**src/hdl/checksum_trailer_frame_checker_assert.svh**
```systemverilog
// Assertion macros used by the checksum trailer frame checker back end.
`ifndef CHECKSUM_TRAILER_FRAME_CHECKER_ASSERT_SVH
`define CHECKSUM_TRAILER_FRAME_CHECKER_ASSERT_SVH

// Same-cycle implication, checked on every clk edge outside reset.
`define CTFC_ASSERT_IMP(lbl, ante, cons, msg) \
    lbl: assert property (@(posedge clk) disable iff (!rst_n) (ante) |-> (cons)) else $error(msg);

// Next-cycle implication, checked on every clk edge outside reset.
`define CTFC_ASSERT_NXT(lbl, ante, cons, msg) \
    lbl: assert property (@(posedge clk) disable iff (!rst_n) (ante) |=> (cons)) else $error(msg);

`endif

```
**src/hdl/ctfc_pkg.sv**
```systemverilog
// Types and constants shared by the checksum trailer frame checker modules.
`default_nettype none

package ctfc_pkg;

    // Parser phases
    typedef enum logic [1:0] {
        PH_IDLE    = 2'd0,
        PH_PAYLOAD = 2'd1,
        PH_LENGTH  = 2'd2,
        PH_DIGITS  = 2'd3
    } phase_t;

    // Result status codes
    localparam logic [1:0] STATUS_MATCH    = 2'd0;
    localparam logic [1:0] STATUS_MISMATCH = 2'd1;
    localparam logic [1:0] STATUS_SHORT    = 2'd2;

    // Configuration register indexes
    localparam logic [1:0] REG_OPEN_MARK  = 2'd0;
    localparam logic [1:0] REG_CLOSE_MARK = 2'd1;
    localparam logic [1:0] REG_END_MARK   = 2'd2;

    // Mark reset values: '(' ')' '*'
    localparam logic [7:0] OPEN_MARK_RST  = 8'h28;
    localparam logic [7:0] CLOSE_MARK_RST = 8'h29;
    localparam logic [7:0] END_MARK_RST   = 8'h2A;

    // Decimal digit range
    localparam logic [7:0] DIGIT_ZERO = 8'h30;
    localparam logic [7:0] DIGIT_NINE = 8'h39;

    // Saturation limits
    localparam logic [23:0] SUM_MAX   = 24'hFF_FFFF;
    localparam logic [29:0] VALUE_MAX = 30'd999999999;
    localparam logic [3:0]  LEN_MAX   = 4'd15;

    // One classified byte, as queued between front and back
    typedef struct packed {
        logic       start;
        logic [7:0] data;
        logic       is_digit;
        logic [3:0] digit;
        logic       hit_open;
        logic       hit_close;
        logic       hit_end;
    } item_t;

endpackage

`default_nettype wire

```
**src/hdl/ctfc_back.sv**
```systemverilog
// Back end: frame parser, checksum accumulators and result register.
`default_nettype none

`include "checksum_trailer_frame_checker_assert.svh"

module ctfc_back
(
    input  wire logic             clk,
    input  wire logic             rst_n,
    input  wire logic             item_valid,
    output logic                  item_ready,
    input  wire ctfc_pkg::item_t  item,
    output logic                  res_valid,
    input  wire logic             res_ready,
    output logic [1:0]            res_status,
    output logic [23:0]           res_computed_sum,
    output logic [29:0]           res_received_sum
);

    ctfc_pkg::phase_t phase_reg, phase_next;
    logic [23:0] payload_sum_reg,  payload_sum_next;
    logic [3:0]  digit_length_reg, digit_length_next;
    logic [29:0] value_accum_reg,  value_accum_next;
    logic [3:0]  digits_seen_reg,  digits_seen_next;

    logic        out_valid_reg, out_valid_next;
    logic [1:0]  out_status_reg, out_status_next;
    logic [23:0] out_sum_reg, out_sum_next;
    logic [29:0] out_value_reg, out_value_next;

    logic        produces, take, out_free;
    logic [24:0] sum_add;
    logic [4:0]  len_add;
    logic [33:0] value_mul;
    logic [1:0]  status_now;

    // a result can go out when the output register is empty or draining
    assign out_free   = !out_valid_reg || res_ready;
    assign produces   = !item.start && (phase_reg == ctfc_pkg::PH_DIGITS) && item.hit_end;
    assign item_ready = !produces || out_free;
    assign take       = item_valid && item_ready;

    // arithmetic: saturating byte sum, length sum, times ten plus digit
    assign sum_add   = {1'b0, payload_sum_reg} + {17'd0, item.data};
    assign len_add   = {1'b0, digit_length_reg} + {1'b0, item.digit};
    assign value_mul = {1'b0, value_accum_reg, 3'b000} + {3'b000, value_accum_reg, 1'b0}
                     + {30'd0, item.digit};

    always_comb
    begin
        if (digits_seen_reg < digit_length_reg)
            status_now = ctfc_pkg::STATUS_SHORT;
        else if (value_accum_reg == {6'd0, payload_sum_reg})
            status_now = ctfc_pkg::STATUS_MATCH;
        else
            status_now = ctfc_pkg::STATUS_MISMATCH;
    end

    // next phase
    always_comb
    begin
        phase_next = phase_reg;
        if (take)
        begin
            if (item.start)
                phase_next = ctfc_pkg::PH_PAYLOAD;
            else
            begin
                case (phase_reg)
                    ctfc_pkg::PH_IDLE:    phase_next = ctfc_pkg::PH_IDLE;
                    ctfc_pkg::PH_PAYLOAD:
                        if (item.hit_open)  phase_next = ctfc_pkg::PH_LENGTH;
                    ctfc_pkg::PH_LENGTH:
                        if (item.hit_close) phase_next = ctfc_pkg::PH_DIGITS;
                    ctfc_pkg::PH_DIGITS:
                        if (item.hit_end)   phase_next = ctfc_pkg::PH_IDLE;
                    default:              phase_next = ctfc_pkg::PH_IDLE;
                endcase
            end
        end
    end

    // accumulators per phase
    always_comb
    begin
        payload_sum_next  = payload_sum_reg;
        digit_length_next = digit_length_reg;
        value_accum_next  = value_accum_reg;
        digits_seen_next  = digits_seen_reg;
        if (take)
        begin
            if (item.start || produces)
            begin
                payload_sum_next  = '0;
                digit_length_next = '0;
                value_accum_next  = '0;
                digits_seen_next  = '0;
            end
            else
            begin
                case (phase_reg)
                    ctfc_pkg::PH_PAYLOAD:
                        if (!item.hit_open)
                            payload_sum_next = sum_add[24] ? ctfc_pkg::SUM_MAX
                                                           : sum_add[23:0];
                    ctfc_pkg::PH_LENGTH:
                        if (!item.hit_close && item.is_digit)
                            digit_length_next = len_add[4] ? ctfc_pkg::LEN_MAX
                                                           : len_add[3:0];
                    ctfc_pkg::PH_DIGITS:
                        if (item.is_digit && (digits_seen_reg < digit_length_reg))
                        begin
                            value_accum_next = (value_mul > {4'd0, ctfc_pkg::VALUE_MAX})
                                             ? ctfc_pkg::VALUE_MAX : value_mul[29:0];
                            digits_seen_next = digits_seen_reg + 1'b1;
                        end
                    default: ;
                endcase
            end
        end
    end

    // result register: load on end mark, drop when taken
    always_comb
    begin
        out_valid_next  = out_valid_reg && !res_ready;
        out_status_next = out_status_reg;
        out_sum_next    = out_sum_reg;
        out_value_next  = out_value_reg;
        if (take && produces)
        begin
            out_valid_next  = 1'b1;
            out_status_next = status_now;
            out_sum_next    = payload_sum_reg;
            out_value_next  = value_accum_reg;
        end
    end

    always_ff @(posedge clk or negedge rst_n)
    begin
        if (!rst_n)
        begin
            phase_reg        <= ctfc_pkg::PH_IDLE;
            payload_sum_reg  <= '0;
            digit_length_reg <= '0;
            value_accum_reg  <= '0;
            digits_seen_reg  <= '0;
            out_valid_reg    <= 1'b0;
        end
        else
        begin
            phase_reg        <= phase_next;
            payload_sum_reg  <= payload_sum_next;
            digit_length_reg <= digit_length_next;
            value_accum_reg  <= value_accum_next;
            digits_seen_reg  <= digits_seen_next;
            out_valid_reg    <= out_valid_next;
        end
    end

    always_ff @(posedge clk)
    begin
        out_status_reg <= out_status_next;
        out_sum_reg    <= out_sum_next;
        out_value_reg  <= out_value_next;
    end

    assign res_valid        = out_valid_reg;
    assign res_status       = out_status_reg;
    assign res_computed_sum = out_sum_reg;
    assign res_received_sum = out_value_reg;

    // checks
    `CTFC_ASSERT_IMP(a_seen_le_len, 1'b1, digits_seen_reg <= digit_length_reg, "digits seen beyond length")
    `CTFC_ASSERT_IMP(a_idle_clear, phase_reg == ctfc_pkg::PH_IDLE, payload_sum_reg == '0 && digits_seen_reg == '0, "idle with live state")
    `CTFC_ASSERT_IMP(a_no_overwrite, take && produces, out_free, "result register overwritten")
    `CTFC_ASSERT_NXT(a_result_on_end, take && produces, out_valid_reg && phase_reg == ctfc_pkg::PH_IDLE, "end mark gave no result")

endmodule

`default_nettype wire

```
**config.mk**
```make
export PLATFORM = sky130hd
export DESIGN_NAME = ctfc_back
export DESIGN_NICKNAME = d
export VERILOG_FILES = /design/src/hdl/ctfc_pkg.sv /design/src/hdl/ctfc_back.sv
export VERILOG_INCLUDE_DIRS = /design/src /design/src/hdl
export SDC_FILE = /design/constraint.sdc
export NUM_CORES = 1
export LEC_CHECK = 0
export ABC_AREA = 1
export BUFFER_PORTS_ARGS = -buffer_cell sky130_fd_sc_hd__buf_2
export CAP_MARGIN = 20
export CORE_MARGIN = 5
export CORE_UTILIZATION = 50
export DETAILED_ROUTE_END_ITERATION = 8
export PLACE_DENSITY = 0.78
export SYNTH_ARGS = -nofsm -noshare
export SYNTH_HDL_FRONTEND = slang
export SYNTH_SLANG_ARGS = --single-unit
```
**constraint.sdc**
```tcl
create_clock -name clk -period 5.5 [get_ports clk]
set_clock_uncertainty 0.05 [all_clocks]
set_input_delay 0 -clock clk [delete_from_list [all_inputs] [get_ports clk]]
set_output_delay 0 -clock clk [all_outputs]
set_load 0.05 [all_outputs]
```
=== After elaboration in Yosys (flattened, before gate mapping) ===
Index checks and enable logic that the tools add are counted.

* Output and inout bits: 58
* Flip-flop bits (word level): 121

* Add/sub/neg operators: 5
* Eq/ne operators: 8
* Reduce and logical (&&, ||, !) cells: 25
* Order comparisons: 2
* Muxes and demuxes: 22

{| class="wikitable"
|+ Operator list
! operator !! number
|-
| $mux W30 || 4
|-
| $mux W24 || 4
|-
| $add A33 B31 Y34 || 1
|-
| $add A34 B4 Y34 || 1
|-
| $gt A34 B30 Y1 const B || 1
|-
| $eq A30 B24 Y1 || 1
|-
| $mux W4 || 7
|-
| $add A24 B8 Y25 || 1
|-
| $reduce_bool A2 Y1 || 5
|-
| $ne A3 B3 Y1 const B || 3
|-
| $reduce_and A3 Y1 || 3
|-
| $mux W2 || 4
|-
| $pmux W2 S4 || 1
|-
| $logic_and A1 B1 Y1 || 7
|-
| $add A4 B4 Y5 || 1
|-
| $logic_not A1 Y1 || 5
|-
| $add A4 B1 Y4 const B || 1
|-
| $eq A2 B2 Y1 const B || 2
|-
| $lt A4 B4 Y1 || 1
|-
| $reduce_and A4 Y1 || 1
|-
| $logic_or A1 B1 Y1 || 3
|-
| $eq A2 B1 Y1 const B || 1
|-
| $logic_not A2 Y1 || 1
|-
| $mux W1 || 2
|-
| $ne A2 B1 Y1 const B || 1
|}

=== Longest topological paths before layout ===
Gate-level depths: netlist (run 1).

* Word-level depth: 8
* Mapped depth: 22
* Gate-level depth less buffers: 21

=== Least setup slack after synthesis (run 1) ===
OpenSTA, ideal clock, no wires.

* Kind: reg-to-reg
* From: register phase_reg[0]
* To: register out_sum_reg[0] (netlist: res_computed_sum[0]), enable pin
* Arrival: 2.519 ns
* Required time: 5.040 ns
* Slack: 2.520 ns
* Cell stages (with the launch flop): 9
* Cells stage by stage: dfrtp_1 ha_1 nand2_1 nor2_1 nand3_1 nand2_1 inv_1 nand2_1 inv_1

* Cells in the longest elaborated chain, start to end: 7

{| class="wikitable"
|+ Ends and longest elaborated chain
! element !! RTL line !! source
|-
| start, declared || ctfc_back.sv:20 || <nowiki>ctfc_pkg::phase_t phase_reg, phase_next;</nowiki>
|-
| start signal, assigned || ctfc_back.sv:143 || <nowiki>phase_reg <= ctfc_pkg::PH_IDLE;</nowiki>
|-
| start signal, assigned || ctfc_back.sv:152 || <nowiki>phase_reg <= phase_next;</nowiki>
|-
| $eq A2 B2 Y1 || ctfc_back.sv:39 || <nowiki>assign produces = !item.start && (phase_reg == ctfc_pkg::PH_DIGITS) && item.hit_end;</nowiki>
|-
| $logic_and A1 B1 Y1 (2 in series) || ctfc_back.sv:39 ||
|-
| $logic_not A1 Y1 || ctfc_back.sv:40 || <nowiki>assign item_ready = !produces || out_free;</nowiki>
|-
| $logic_or A1 B1 Y1 || ctfc_back.sv:40 ||
|-
| via item_ready || ctfc_back.sv:11 || <nowiki>output logic item_ready,</nowiki>
|-
| $logic_and A1 B1 Y1 || ctfc_back.sv:41 || <nowiki>assign take = item_valid && item_ready;</nowiki>
|-
| $logic_and A1 B1 Y1 || ctfc_back.sv:130 || <nowiki>if (take && produces)</nowiki>
|-
| end signal, assigned || ctfc_back.sv:164 || <nowiki>out_sum_reg <= out_sum_next;</nowiki>
|-
| end, declared || ctfc_back.sv:28 || <nowiki>logic [23:0] out_sum_reg, out_sum_next;</nowiki>
|}

The timed path passes the listed nets, and every way through them passes these cells.
A chain may end at the register's enable or synchronous reset.

=== Final worst setup path (run 1) ===
* From: register value_accum_reg[1]
* To: register value_accum_reg[9]

* Cells in the longest elaborated chain, start to end: 7

{| class="wikitable"
|+ Ends and longest elaborated chain
! element !! RTL line !! source
|-
| start, declared || ctfc_back.sv:23 || <nowiki>logic [29:0] value_accum_reg, value_accum_next;</nowiki>
|-
| start signal, assigned || ctfc_back.sv:155 || <nowiki>value_accum_reg <= value_accum_next;</nowiki>
|-
| $add A33 B31 Y34 * || ctfc_back.sv:46 || <nowiki>assign value_mul = {1'b0, value_accum_reg, 3'b000} + {3'b000, value_accum_reg, 1'b0}</nowiki>
|-
| $add A34 B4 Y34 * || ctfc_back.sv:47 || <nowiki>+ {30'd0, item.digit};</nowiki>
|-
| $gt A34 B30 Y1 || ctfc_back.sv:113 || <nowiki>value_accum_next = (value_mul > {4'd0, ctfc_pkg::VALUE_MAX})</nowiki>
|-
| $mux W30 * || ctfc_back.sv:114 || <nowiki>? ctfc_pkg::VALUE_MAX : value_mul[29:0];</nowiki>
|-
| $mux W30 * || ctfc_back.sv:111 || <nowiki>if (item.is_digit && (digits_seen_reg < digit_length_reg))</nowiki>
|-
| $mux W30 * || ctfc_back.sv:101 || <nowiki>case (phase_reg)</nowiki>
|-
| $mux W30 * || ctfc_back.sv:92 || <nowiki>if (item.start || produces)</nowiki>
|}

Mark *: on every way between the ends. The rest lies on a longest branch, timed or not. The select of a mux whose other input is x is not followed.

==> results of run 1 <==
-- where the power goes --
group          internal [uW]  leakage, uW  switching, uW
combinational            206      0.00386            351
sequential              1020      0.00142           71.6
clock                    621     0.000255            417
-- area by class of cell --
cell class                 count  share of cell area, %
clock buffer                  18                   4.26
timing repair buffer          90                   4.95
multi-input combinational    881                   46.5
inverter                     196                   7.31
clock inverter                14                   1.28
sequential                   121                   32.9
tap                          225                   2.80
-- worst reg2reg max path: cells and delay by family, from the launching register on --
kind	cells	cell delay (ns)
simple gates	12	2.25
fa+ha+maj	3	1.02
flops	1	0.46
compound gates	1	0.14
buf+inv	1	0.09
-- metal layers --
metal  wire, um  up-vias  GRT usage [%]  part of all wire, %
li1           -     4070              -                    -
met1      10200     3736           31.6                   42
met2      11500      349           41.2                   48
met3       1720       43           3.29                  7.2
met4        535        0           7.90                  2.2
met5          0        -              0                    0
-- stage by stage --
step	instances	hold slack, ns	util (%)	worst slack [ns]	power, uW
3_5_place_dp	1506	0.197	54.6	1.48	1650
3_3_place_gp	1506	0.186	54.6	1.52	1620
5_1_grt	1545	0.0709	58.2	1.01	2810
4_1_cts	1545	0.0301	58.2	1.43	2690
6_report	1545	0.0452	58.2	1.38	2690
2_1_floorplan	1211	-0.346	-	2.52	1490
-- logic make-up (layout without fill, tap and decap cells) --
family	count (synthesis)	count (layout)
flops	121	121
simple gates	665	665
xor+xnor	35	35
compound gates	99	99
fa+ha+maj	82	82
buf+inv	209	318
-- layout by cell type (no fill, tap or decap), types with 2 or more instances in the layout --
| cell type | count |
|---|---|
| a21o_1 | 5 |
| a21oi_1 | 37 |
| a22o_1 | 2 |
| and2_1 | 5 |
| and3_1 | 2 |
| buf_2 | 78 |
| buf_4 | 5 |
| clkbuf_16 | 17 |
| clkinv_2 | 2 |
| clkinv_4 | 4 |
| clkinvlp_4 | 6 |
| dfrtp_1 | 65 |
| dlygate4sd3_1 | 7 |
| edfxtp_1 | 56 |
| fa_1 | 4 |
| ha_1 | 78 |
| inv_1 | 193 |
| inv_2 | 3 |
| nand2_1 | 436 |
| nand3_1 | 80 |
| nand3b_1 | 6 |
| nand4_1 | 26 |
| nor2_1 | 74 |
| nor2_2 | 7 |
| nor3_1 | 15 |
| nor4_1 | 3 |
| o211ai_1 | 2 |
| o21ai_0 | 44 |
| o22ai_1 | 2 |
| o31ai_1 | 3 |
| or2_2 | 7 |
| xnor2_1 | 15 |
| xor2_1 | 20 |
-- how the worst max path moves through the flow --
| stage | start | to | cells past startpoint |
|---|---|---|---|
| CTS | value_accum_reg[1] | value_accum_reg[9] | 17 |
| floorplan | phase_reg[0] | res_computed_sum[0] | 8 |
| detailed placement | value_accum_reg[1] | value_accum_reg[13] | 17 |
| global route | value_accum_reg[1] | value_accum_reg[16] | 16 |
| finish | value_accum_reg[1] | value_accum_reg[9] | 17 |
| global placement | value_accum_reg[18] | value_accum_reg[22] | 16 |
==> results.md, run 1 <==
* Core area at ~17000 um2
* Largest family of logic cells by synthesized area: simple AND/OR/NAND/NOR gates
* Max Cap Violations at 0
* Std-Cell Rows at 48
* Unrepaired setup endpoints after global routing: no
* Slew @ Worst Pin at between 0.9 and 1 ns
* Critical path capture point type: flip-flop
* Post-Synth XOR/XNOR Area at under 10%
* Final Cycle Share at approximately 75%
* Worst hold path type: in2reg
* # IOs at around 80
* R2R depth at 17
* IO buf count at 78
* Vias in the first global route at about 7.9k
* Slew Viols, Final at 0
* Synth Area in Compound Gates at roughly 6.2%
* Synthesis Warnings at 0
* Post_cts resized at 0
* Critical Path RT at roughly 5.7 ns
* CP Cell Sequence: ha_1, ha_1, inv_1, fa_1, nor2_1, or2_1, nand2_1, nand2_1, nand2_1, nand3_1, nand2_1, nor2_1, nand2_1, nor2_1, nand3_1, nand2_1, o21ai_0
* Adder-cell area share of the yosys netlist at around an eighth
* Post-Syn Area at about 9000 um2
* Post-Synth Simple-Gate Area at a little under a third
* CP Buf/Inv Count at 1
* Ant. Diodes at 0
* Cell taking the most area after synthesis: edfxtp_1
* Die H at about 140 um
* CTS Hold Buffers Added at 7
* Yosys top cell area share at 19.1%
* TritonCTS clock tree: yes
* GRT overflow at 0
* Routed wire length per instance at 15.5 um
* Die W at 143 um
* Worst reg2reg setup slack at between 1 and 1.5 ns
* Initial antenna violation count at 0
* Filler instances at around 1.6k
* Largest cells by area after synthesis: edfxtp_1 (19%), nand2_1 (19%), dfrtp_1 (19%)
* Setup bufs post-CTS at 0
* Maximum clock insertion buffer count at 2
* Max VDD drop at around 0.26 mV
* Dpl cell area at roughly 9400 um2
* Synth unique cells at 37
* Synthesized instance count at roughly 1.2k
* DRC at 0
* Clock transition at path regs at 0.05 ns
* First-pass GRT wire length at 39100 um
* Most common cell on crit path: nand2_1
* First-pass detailed-route iteration total at 6
* Mux contribution to synthesized area at 0%
* Die area at between 20000 and 25000 um2
* Worst R2R End: value_accum_reg[9]
* Final nets at 1410
* EDFF count, synth at 56
* Clock sink total at roughly 120
* Clock H-tree levels at 4
* Multi-input gate area at about 4700 um2
* Top delay family on crit path: simple AND/OR/NAND/NOR gates
* Layout area overhead at 14.6%
* Share of cells above drive strength 1 at about a tenth
* Initial DRC count at ~630
* Top-count cell post-synth: nand2_1
* Register area share after synthesis at a little under two fifths
* Rel. slew slack at 35.7%
* Post-synth top cells: nand2_1 (436), inv_1 (194), nand3_1 (80)
* Yosys reg bits at between 100 and 150
* Vias per inst at 5.31
* Lkg Pwr at ~0.0055 uW
* Final ANT Viol Nets at 0
* Gpl congestion at 0.948
* Clk root buf: clkbuf_16
* Crit-path slowest cell: nand3_1
* Starting Density at approximately 51%
* Worst hold path startpoint: item[7]
* Final setup fails at 0
* Synth Net Count at 1314
* Final min period at 4.12 ns
* Final Cell Area at slightly above 10000 um2
* Final hold vios at 0
* Synth Flop Type: dfrtp_1
* Syn_area_per_cell at around 7.3 um2
* Vias at 8198
* Outcome: finished clean
* Reg2reg start: value_accum_reg[1]
* Largest net degree at the start of global routing at 66
* Synth async-reset ratio at 53.7%
* Pwr/cell area at about 270 nW/um2
* Hold Path Sink: digits_seen_reg[0]
* Hpwl dp at 18300 um
* CP max FO at 22
* CTS buffer count at 17
* CP peak stage delay at between 0.5 and 0.6 ns
* Register area at around 3300 um2
* Crit start category: flip-flop
* Hold-critical path depth at 4
* Setup CP Type: reg2reg
* Clk_lat worst skew at 0.42 ns
* Gr usage total at between 20% and 30%
* Worst path arrival time at 4.35 ns
* TNS Setup at 0 ns
* Drt total wl at roughly 24000 um
* Maximum clock rate at 0.242 GHz
Note: power is estimated with default switching activity, not from simulation.
==> run 2: changes to the inputs <==
==> constraint.sdc (replaced) <==
create_clock -name clk -period 4.2 [get_ports clk]
set_clock_uncertainty 0.05 [all_clocks]
set_input_delay 0 -clock clk [delete_from_list [all_inputs] [get_ports clk]]
set_output_delay 0 -clock clk [all_outputs]
set_load 0.05 [all_outputs]
==> run 2 against run 1 <==
- fmax increased by 15%
- die area unchanged
- setup slack got worse by 0.77 ns
- combinational power increased by 29%
- via count decreased by 0.39%
- non-clock buffer count increased by 4
==> results.md, run 2 (synthesis results as in run 1) <==
* Layout area overhead at 15.4%
* Commonest non-fill, non-tap cell in the layout: nand2_1
* Core area at 17300 um2 (unchanged)
* CP Cell Sequence: ha_1, ha_1, inv_1, fa_1, inv_1, nand2_1, nand3_1, nand2_1, nand2_1, nand2_1, nand3_1, nand2_1, nor2_1, nand2_1, nor2_1, nand3_1, nand2_1, o21ai_0
* Final Cycle Share at 85.6% (+11 points)
* Gr usage total at 23.4% (-0.70 points)
* Clk root buf: clkbuf_16
* Hpwl dp at 17900 um (-2.2%)
* Critical Path RT at 4.42 ns (-1.31 ns)
* Share of cells above drive strength 1 at 10.3% (+0.20 points)
* DRC at 0 (unchanged)
* CP max FO at 9 (-59%)
* Die W at 143 um (unchanged)
* Maximum clock insertion buffer count at 2 (unchanged)
* TNS Setup at 0 ns (unchanged)
* Initial DRC count at 593 (-6.3%)
* Std-Cell Rows at 48 (unchanged)
* Worst path arrival time at 3.82 ns (-0.53 ns)
* Dpl cell area at 9470 um2 (+0.32%)
* Initial antenna violation count at 0 (unchanged)
* Final ANT Viol Nets at 0 (unchanged)
* Setup CP Type: reg2reg
* Gpl congestion at 0.992 (+4.6%)
* Rel. slew slack at 36.2% (+0.43 points)
* CTS buffer count at 17 (unchanged)
* Clock H-tree levels at 4 (unchanged)
* Starting Density at 50.8% (unchanged)
* Max Cap Violations at 0 (unchanged)
* Crit-path slowest cell: dfrtp_1
* Final min period at 3.60 ns (-0.529 ns)
* R2R depth at 18 (+1)
* IO buf count at 78 (unchanged)
* Final Cell Area at 10100 um2 (+0.75%)
* Unrepaired setup endpoints after global routing: no
* TritonCTS clock tree: yes
* Most common cell on crit path: nand2_1
* First-pass GRT wire length at 38200 um (-2.5%)
* Ant. Diodes at 0 (unchanged)
* Drt total wl at 23300 um (-2.7%)
* Final nets at 1414 (+0.28%)
* Clock sink total at 121 (unchanged)
* Final setup fails at 0 (unchanged)
* Lkg Pwr at 0.00557 uW (+0.68%)
* Slew Viols, Final at 0 (unchanged)
* # IOs at 79 (unchanged)
* Final Hold Slack at 0.0438 ns (-0.00133 ns)
* Routed wire length per instance at 15.0 um (-2.9%)
* Critical path capture point type: flip-flop
* Final Util at 58.6% (+0.43 points)
* Vias in the first global route at 7736 (-1.7%)
* Clk_lat worst skew at 0.41 ns (about the same)
* Vias at 8166 (-0.39%)
* Worst hold path type: in2reg
* Commonest cells after routing, fill and taps aside: nand2_1 (436), inv_1 (193), nand3_1 (80)
* CP peak stage delay at 0.46 ns (-0.12 ns)
* Die area at 20300 um2 (unchanged)
* Max VDD drop at 0.482 mV (+89%)
* Crit start category: flip-flop
* Slew @ Worst Pin at 0.956 ns (-0.00647 ns)
* Pwr/cell area at 357 nW/um2 (+34%)
* Clock transition at path regs at 0.06 ns (about the same)
* Maximum clock rate at 0.278 GHz (+15%)
* First-pass detailed-route iteration total at 5 (-1)
* Final hold vios at 0 (unchanged)
* Vias per inst at 5.27 (-0.65%)
* Setup bufs post-CTS at 0 (unchanged)
* Hold-critical path depth at 4 (unchanged)
* Outcome: finished clean
* Die H at 143 um (unchanged)
* GRT overflow at 0 (unchanged)
* Largest net degree at the start of global routing at 66 (unchanged)
## run 2: cell types whose count changed in the layout (fill, tap and decap cells not counted)
| cell | previous run | this run |
|---|---|---|
| buf_4 | 5 | 9 |
| bufinv_16 | 1 | 3 |
| clkinv_1 | 0 | 2 |
| clkinv_2 | 2 | 0 |
| clkbuf_1 | 1 | 0 |
| clkinv_4 | 4 | 3 |
## run 2: repair_timing
action / CTS / global route
setup endpoints to repair: 0 / 0
gates resized for setup: 0 / 0
hold buffers: 7 / 0
endpoints found under the hold margin: 73 / 0
## run 2: layout make-up
type                    instances  area (um2)
multi-input cells             881        4680
inverters                     196         736
repair buffers                 94         528
clock inverters                15         178
flip-flops and latches        121        3310
fillers                      1551        7160
clock buffers                  17         425
well taps                     225         282
## run 2: worst paths after layout
| check | start | end | slack, ns |
|---|---|---|---|
| max in group asynchronous | rst_n | payload_sum_reg[19] | 3.28 |
| max | value_accum_reg[1] | value_accum_reg[10] | 0.60 |
| max reg2reg | value_accum_reg[1] | value_accum_reg[10] | 0.60 |
| min in group asynchronous | rst_n | payload_sum_reg[2] | 0.27 |
| min reg2reg | payload_sum_reg[23] | res_computed_sum[23] | 0.45 |
| min | item[7] | digits_seen_reg[0] | 0.04 |
## run 2: per-stage QoR
step                      instances  setup slack, ns  power, uW
after detailed placement       1510            0.684       2150
after global routing           1549            0.303       3810
after CTS                      1549            0.640       3640
final                          1549            0.604       3620
after floorplan                1211             1.22       1950
after global placement         1510            0.762       2120
## run 2: report_power, final
part	internal [uW]	switching [uW]
combinational	271	449
sequential	1340	91.5
clock	931	541
total	2540	1080
## run 2: routing by layer
| metal | GRT usage (%) | share of wire (%) | up-vias |
|---|---|---|---|
| met2 | 40.7 | 49 | 277 |
| met1 | 30.3 | 43 | 3769 |
| met3 | 3.56 | 5.9 | 34 |
| li1 | - | - | 4086 |
| met4 | 6.65 | 1.9 | 0 |
| met5 | 0 | 0 | - |
## run 2: worst max-delay path: cells and delay by family, from the launching register on
| family | cells | cell delay, ns |
|---|---|---|
| simple gates | 12 | 1.55 |
| fa+ha+maj | 3 | 1.03 |
| flops | 1 | 0.46 |
| buf+inv | 2 | 0.22 |
| compound gates | 1 | 0.14 |
==> run 3: changes to the inputs <==
--- a/config.mk
+++ b/config.mk
@@ -12,7 +12,7 @@
 export CORE_MARGIN = 5
 export CORE_UTILIZATION = 50
 export DETAILED_ROUTE_END_ITERATION = 8
-export PLACE_DENSITY = 0.78
+export PLACE_DENSITY_LB_ADDON = 0.2
 export SYNTH_ARGS = -nofsm -noshare
 export SYNTH_HDL_FRONTEND = slang
 export SYNTH_SLANG_ARGS = --single-unit
==> run 3 against run 2 <==
- count of clock-buffer cells in the layout up 3
- wire length down 1.6%
- power up 2.1%
- die area unchanged
- global-route usage down 0.092 points
- cell area up 0.40%
- cell count about the same
- worst hold slack worse by 0.0083 ns
- combinational power down 2%
- largest cell class unchanged
- largest power group unchanged
- highest routed layer unchanged
==> results.md, run 3 (synthesis results as in run 1) <==
* Outcome: finished clean
* Std-Cell Rows at 48 (unchanged)
* Largest net degree at the start of global routing at 56 (-15%)
* Met2 usage at 38.6% (-2.1 points)
* Worst hold path type: in2reg
* Share of cells above drive strength 1 at 10.1% (-0.22 points)
* TritonCTS clock tree: yes
* Maximum clock insertion buffer count at 2 (unchanged)
* Rel. slew slack at 33.6% (-2.5 points)
* Max Cap Violations at 0 (unchanged)
* IO buf count at 78 (unchanged)
* Core area at 17300 um2 (unchanged)
* Gr usage total at 23.3% (-0.092 points)
* First-pass GRT wire length at 37700 um (-1.1%)
* Clk_lat worst skew at 0.41 ns (about the same)
* Unrepaired setup endpoints after global routing: no
* TNS Setup at 0 ns (unchanged)
* # IOs at 79 (unchanged)
* Lkg Pwr at 0.00560 uW (+0.56%)
* Critical path capture point type: flip-flop
* Maximum clock rate at 0.278 GHz (about the same)
* First-pass detailed-route iteration total at 6 (+1)
* Die H at 143 um (unchanged)
* Gpl congestion at 0.966 (-2.7%)
* Final min period at 3.60 ns (+0.000868 ns)
* CTS buffer count at 17 (unchanged)
* Grt peak-use layer: met2
* Die W at 143 um (unchanged)
* Vias at 8066 (-1.2%)
* Hpwl dp at 18100 um (+1.2%)
* Critical Path RT at 4.44 ns (+0.02 ns)
* Slew Viols, Final at 0 (unchanged)
* Clock H-tree levels at 4 (unchanged)
* Drt total wl at 22900 um (-1.6%)
* Clock transition at path regs at 0.05 ns (about the same)
* Final Util at 58.9% (+0.23 points)
* Initial DRC count at 610 (+2.9%)
* Met3 Track Usage GR at 2.92% (-0.64 points)
* DRC at 0 (unchanged)
* Clock sink total at 121 (unchanged)
* Ant. Diodes at 0 (unchanged)
* Worst path arrival time at 3.84 ns (+0.02 ns)
* Starting Density at 50.8% (unchanged)
* Final ANT Viol Nets at 0 (unchanged)
* Layout area overhead at 15.9%
* Commonest non-fill, non-tap cell in the layout: nand2_1
* Pwr/cell area at 364 nW/um2 (+1.7%)
* Met1 GRT Util at 32.1% (+1.8 points)
* Crit start category: flip-flop
* Max VDD drop at 0.389 mV (-19%)
* CP max FO at 15 (+6)
* Commonest cells after routing, fill and taps aside: nand2_1 (436), inv_1 (193), nand3_1 (80)
* Clk root buf: clkbuf_16
* Vias per inst at 5.21 (-1.2%)
* Final Cycle Share at 85.6% (about the same)
* Vias in the first global route at 7581 (-2.0%)
* GRT overflow at 0 (unchanged)
* Die area at 20300 um2 (unchanged)
* Setup CP Type: reg2reg
* Final hold vios at 0 (unchanged)
* Final nets at 1413 (-0.071%)
* Final setup fails at 0 (unchanged)
* Initial antenna violation count at 0 (unchanged)
* Routed wire length per instance at 14.8 um (-1.5%)
* Slew @ Worst Pin at 0.994 ns (+0.0380 ns)
run 3: changes by cell type in the layout (fill, tap and decap cells not counted):
| cell | previous run | this run |
|---|---|---|
| clkinvlp_4 | 6 | 1 |
| bufinv_16 | 3 | 5 |
| buf_12 | 0 | 1 |
| buf_4 | 9 | 6 |
| clkinv_2 | 0 | 3 |
| clkinv_1 | 2 | 0 |
| dlygate4sd3_1 | 7 | 8 |
| inv_6 | 1 | 0 |
| clkbuf_1 | 0 | 3 |
run 3: final cells by class:
| type | instances | area, um2 |
|---|---|---|
| timing repair buffer | 93 | 536 |
| clock buffer | 20 | 437 |
| fill | 1584 | 7120 |
| tap | 225 | 282 |
| inverter | 196 | 736 |
| multi-input combinational | 881 | 4680 |
| clock inverter | 12 | 199 |
| sequential | 121 | 3310 |
run 3: timing repair:
| item | in CTS | in global routing |
|---|---|---|
| buffers inserted | 0 | 0 |
| hold buffers | 8 | 0 |
| hold endpoints to repair | 73 | 0 |
| gates resized for setup | 0 | 0 |
run 3: through the flow:
stage | hold WS (ns) | power [uW] | setup slack (ns) | instances | instance area, um2
after floorplan | -0.346 | 1950 | 1.22 | 1211 | 8780
after detailed placement | -0.173 | 2150 | 0.680 | 1508 | 9460
final | 0.0355 | 3700 | 0.604 | 1548 | 10200
after global placement | -0.170 | 2130 | 0.725 | 1507 | 9440
after CTS | 0.0370 | 3730 | 0.662 | 1548 | 10200
after global routing | 0.0688 | 3890 | 0.277 | 1548 | 10200
run 3: worst max-delay path: stages (launching register included):
cell and delay (ns):
dfrtp_1 0.46, ha_1 0.32, ha_1 0.30, inv_1 0.09, fa_1 0.42, inv_1 0.12
nand2_1 0.06, nand3_1 0.14, nand2_1 0.07, nand2_1 0.13, nand2_1 0.11, nand3_1 0.08
nand2_1 0.08, nor2_1 0.14, nand3_1 0.12, nor2_2 0.26, buf_4 0.27, nand3_1 0.11
nand2_1 0.07, nand2_1 0.05
run 3: where the power goes:
group          leakage, uW  internal [uW]  switching [uW]  total (uW)
Clock             0.000308           1050             514        1570
Sequential         0.00142           1340            92.5        1430
Combinational      0.00387            270             433         703
Total              0.00560           2660            1040        3700
run 3: per-layer routing:
| metal | up-vias | wire, um |
|---|---|---|
| met5 | - | 0 |
| met4 | 0 | 478 |
| met3 | 37 | 1300 |
| met2 | 256 | 10800 |
| met1 | 3698 | 10400 |
| li1 | 4075 | - |
run 3: path summary, 6_finish.rpt:
kind / cells after the start / from / endpoint / slack, ns
worst min register to register: 0 / payload_sum_reg[23] / res_computed_sum[23] / 0.45
min in group asynchronous: 3 / rst_n / value_accum_reg[11] / 0.26
worst min-delay path: 4 / item[7] / digits_seen_reg[0] / 0.04
worst max-delay path: 19 / value_accum_reg[1] / value_accum_reg[11] / 0.60
worst max register to register: 19 / value_accum_reg[1] / value_accum_reg[11] / 0.60
max in group asynchronous: 3 / rst_n / value_accum_reg[0] / 3.19
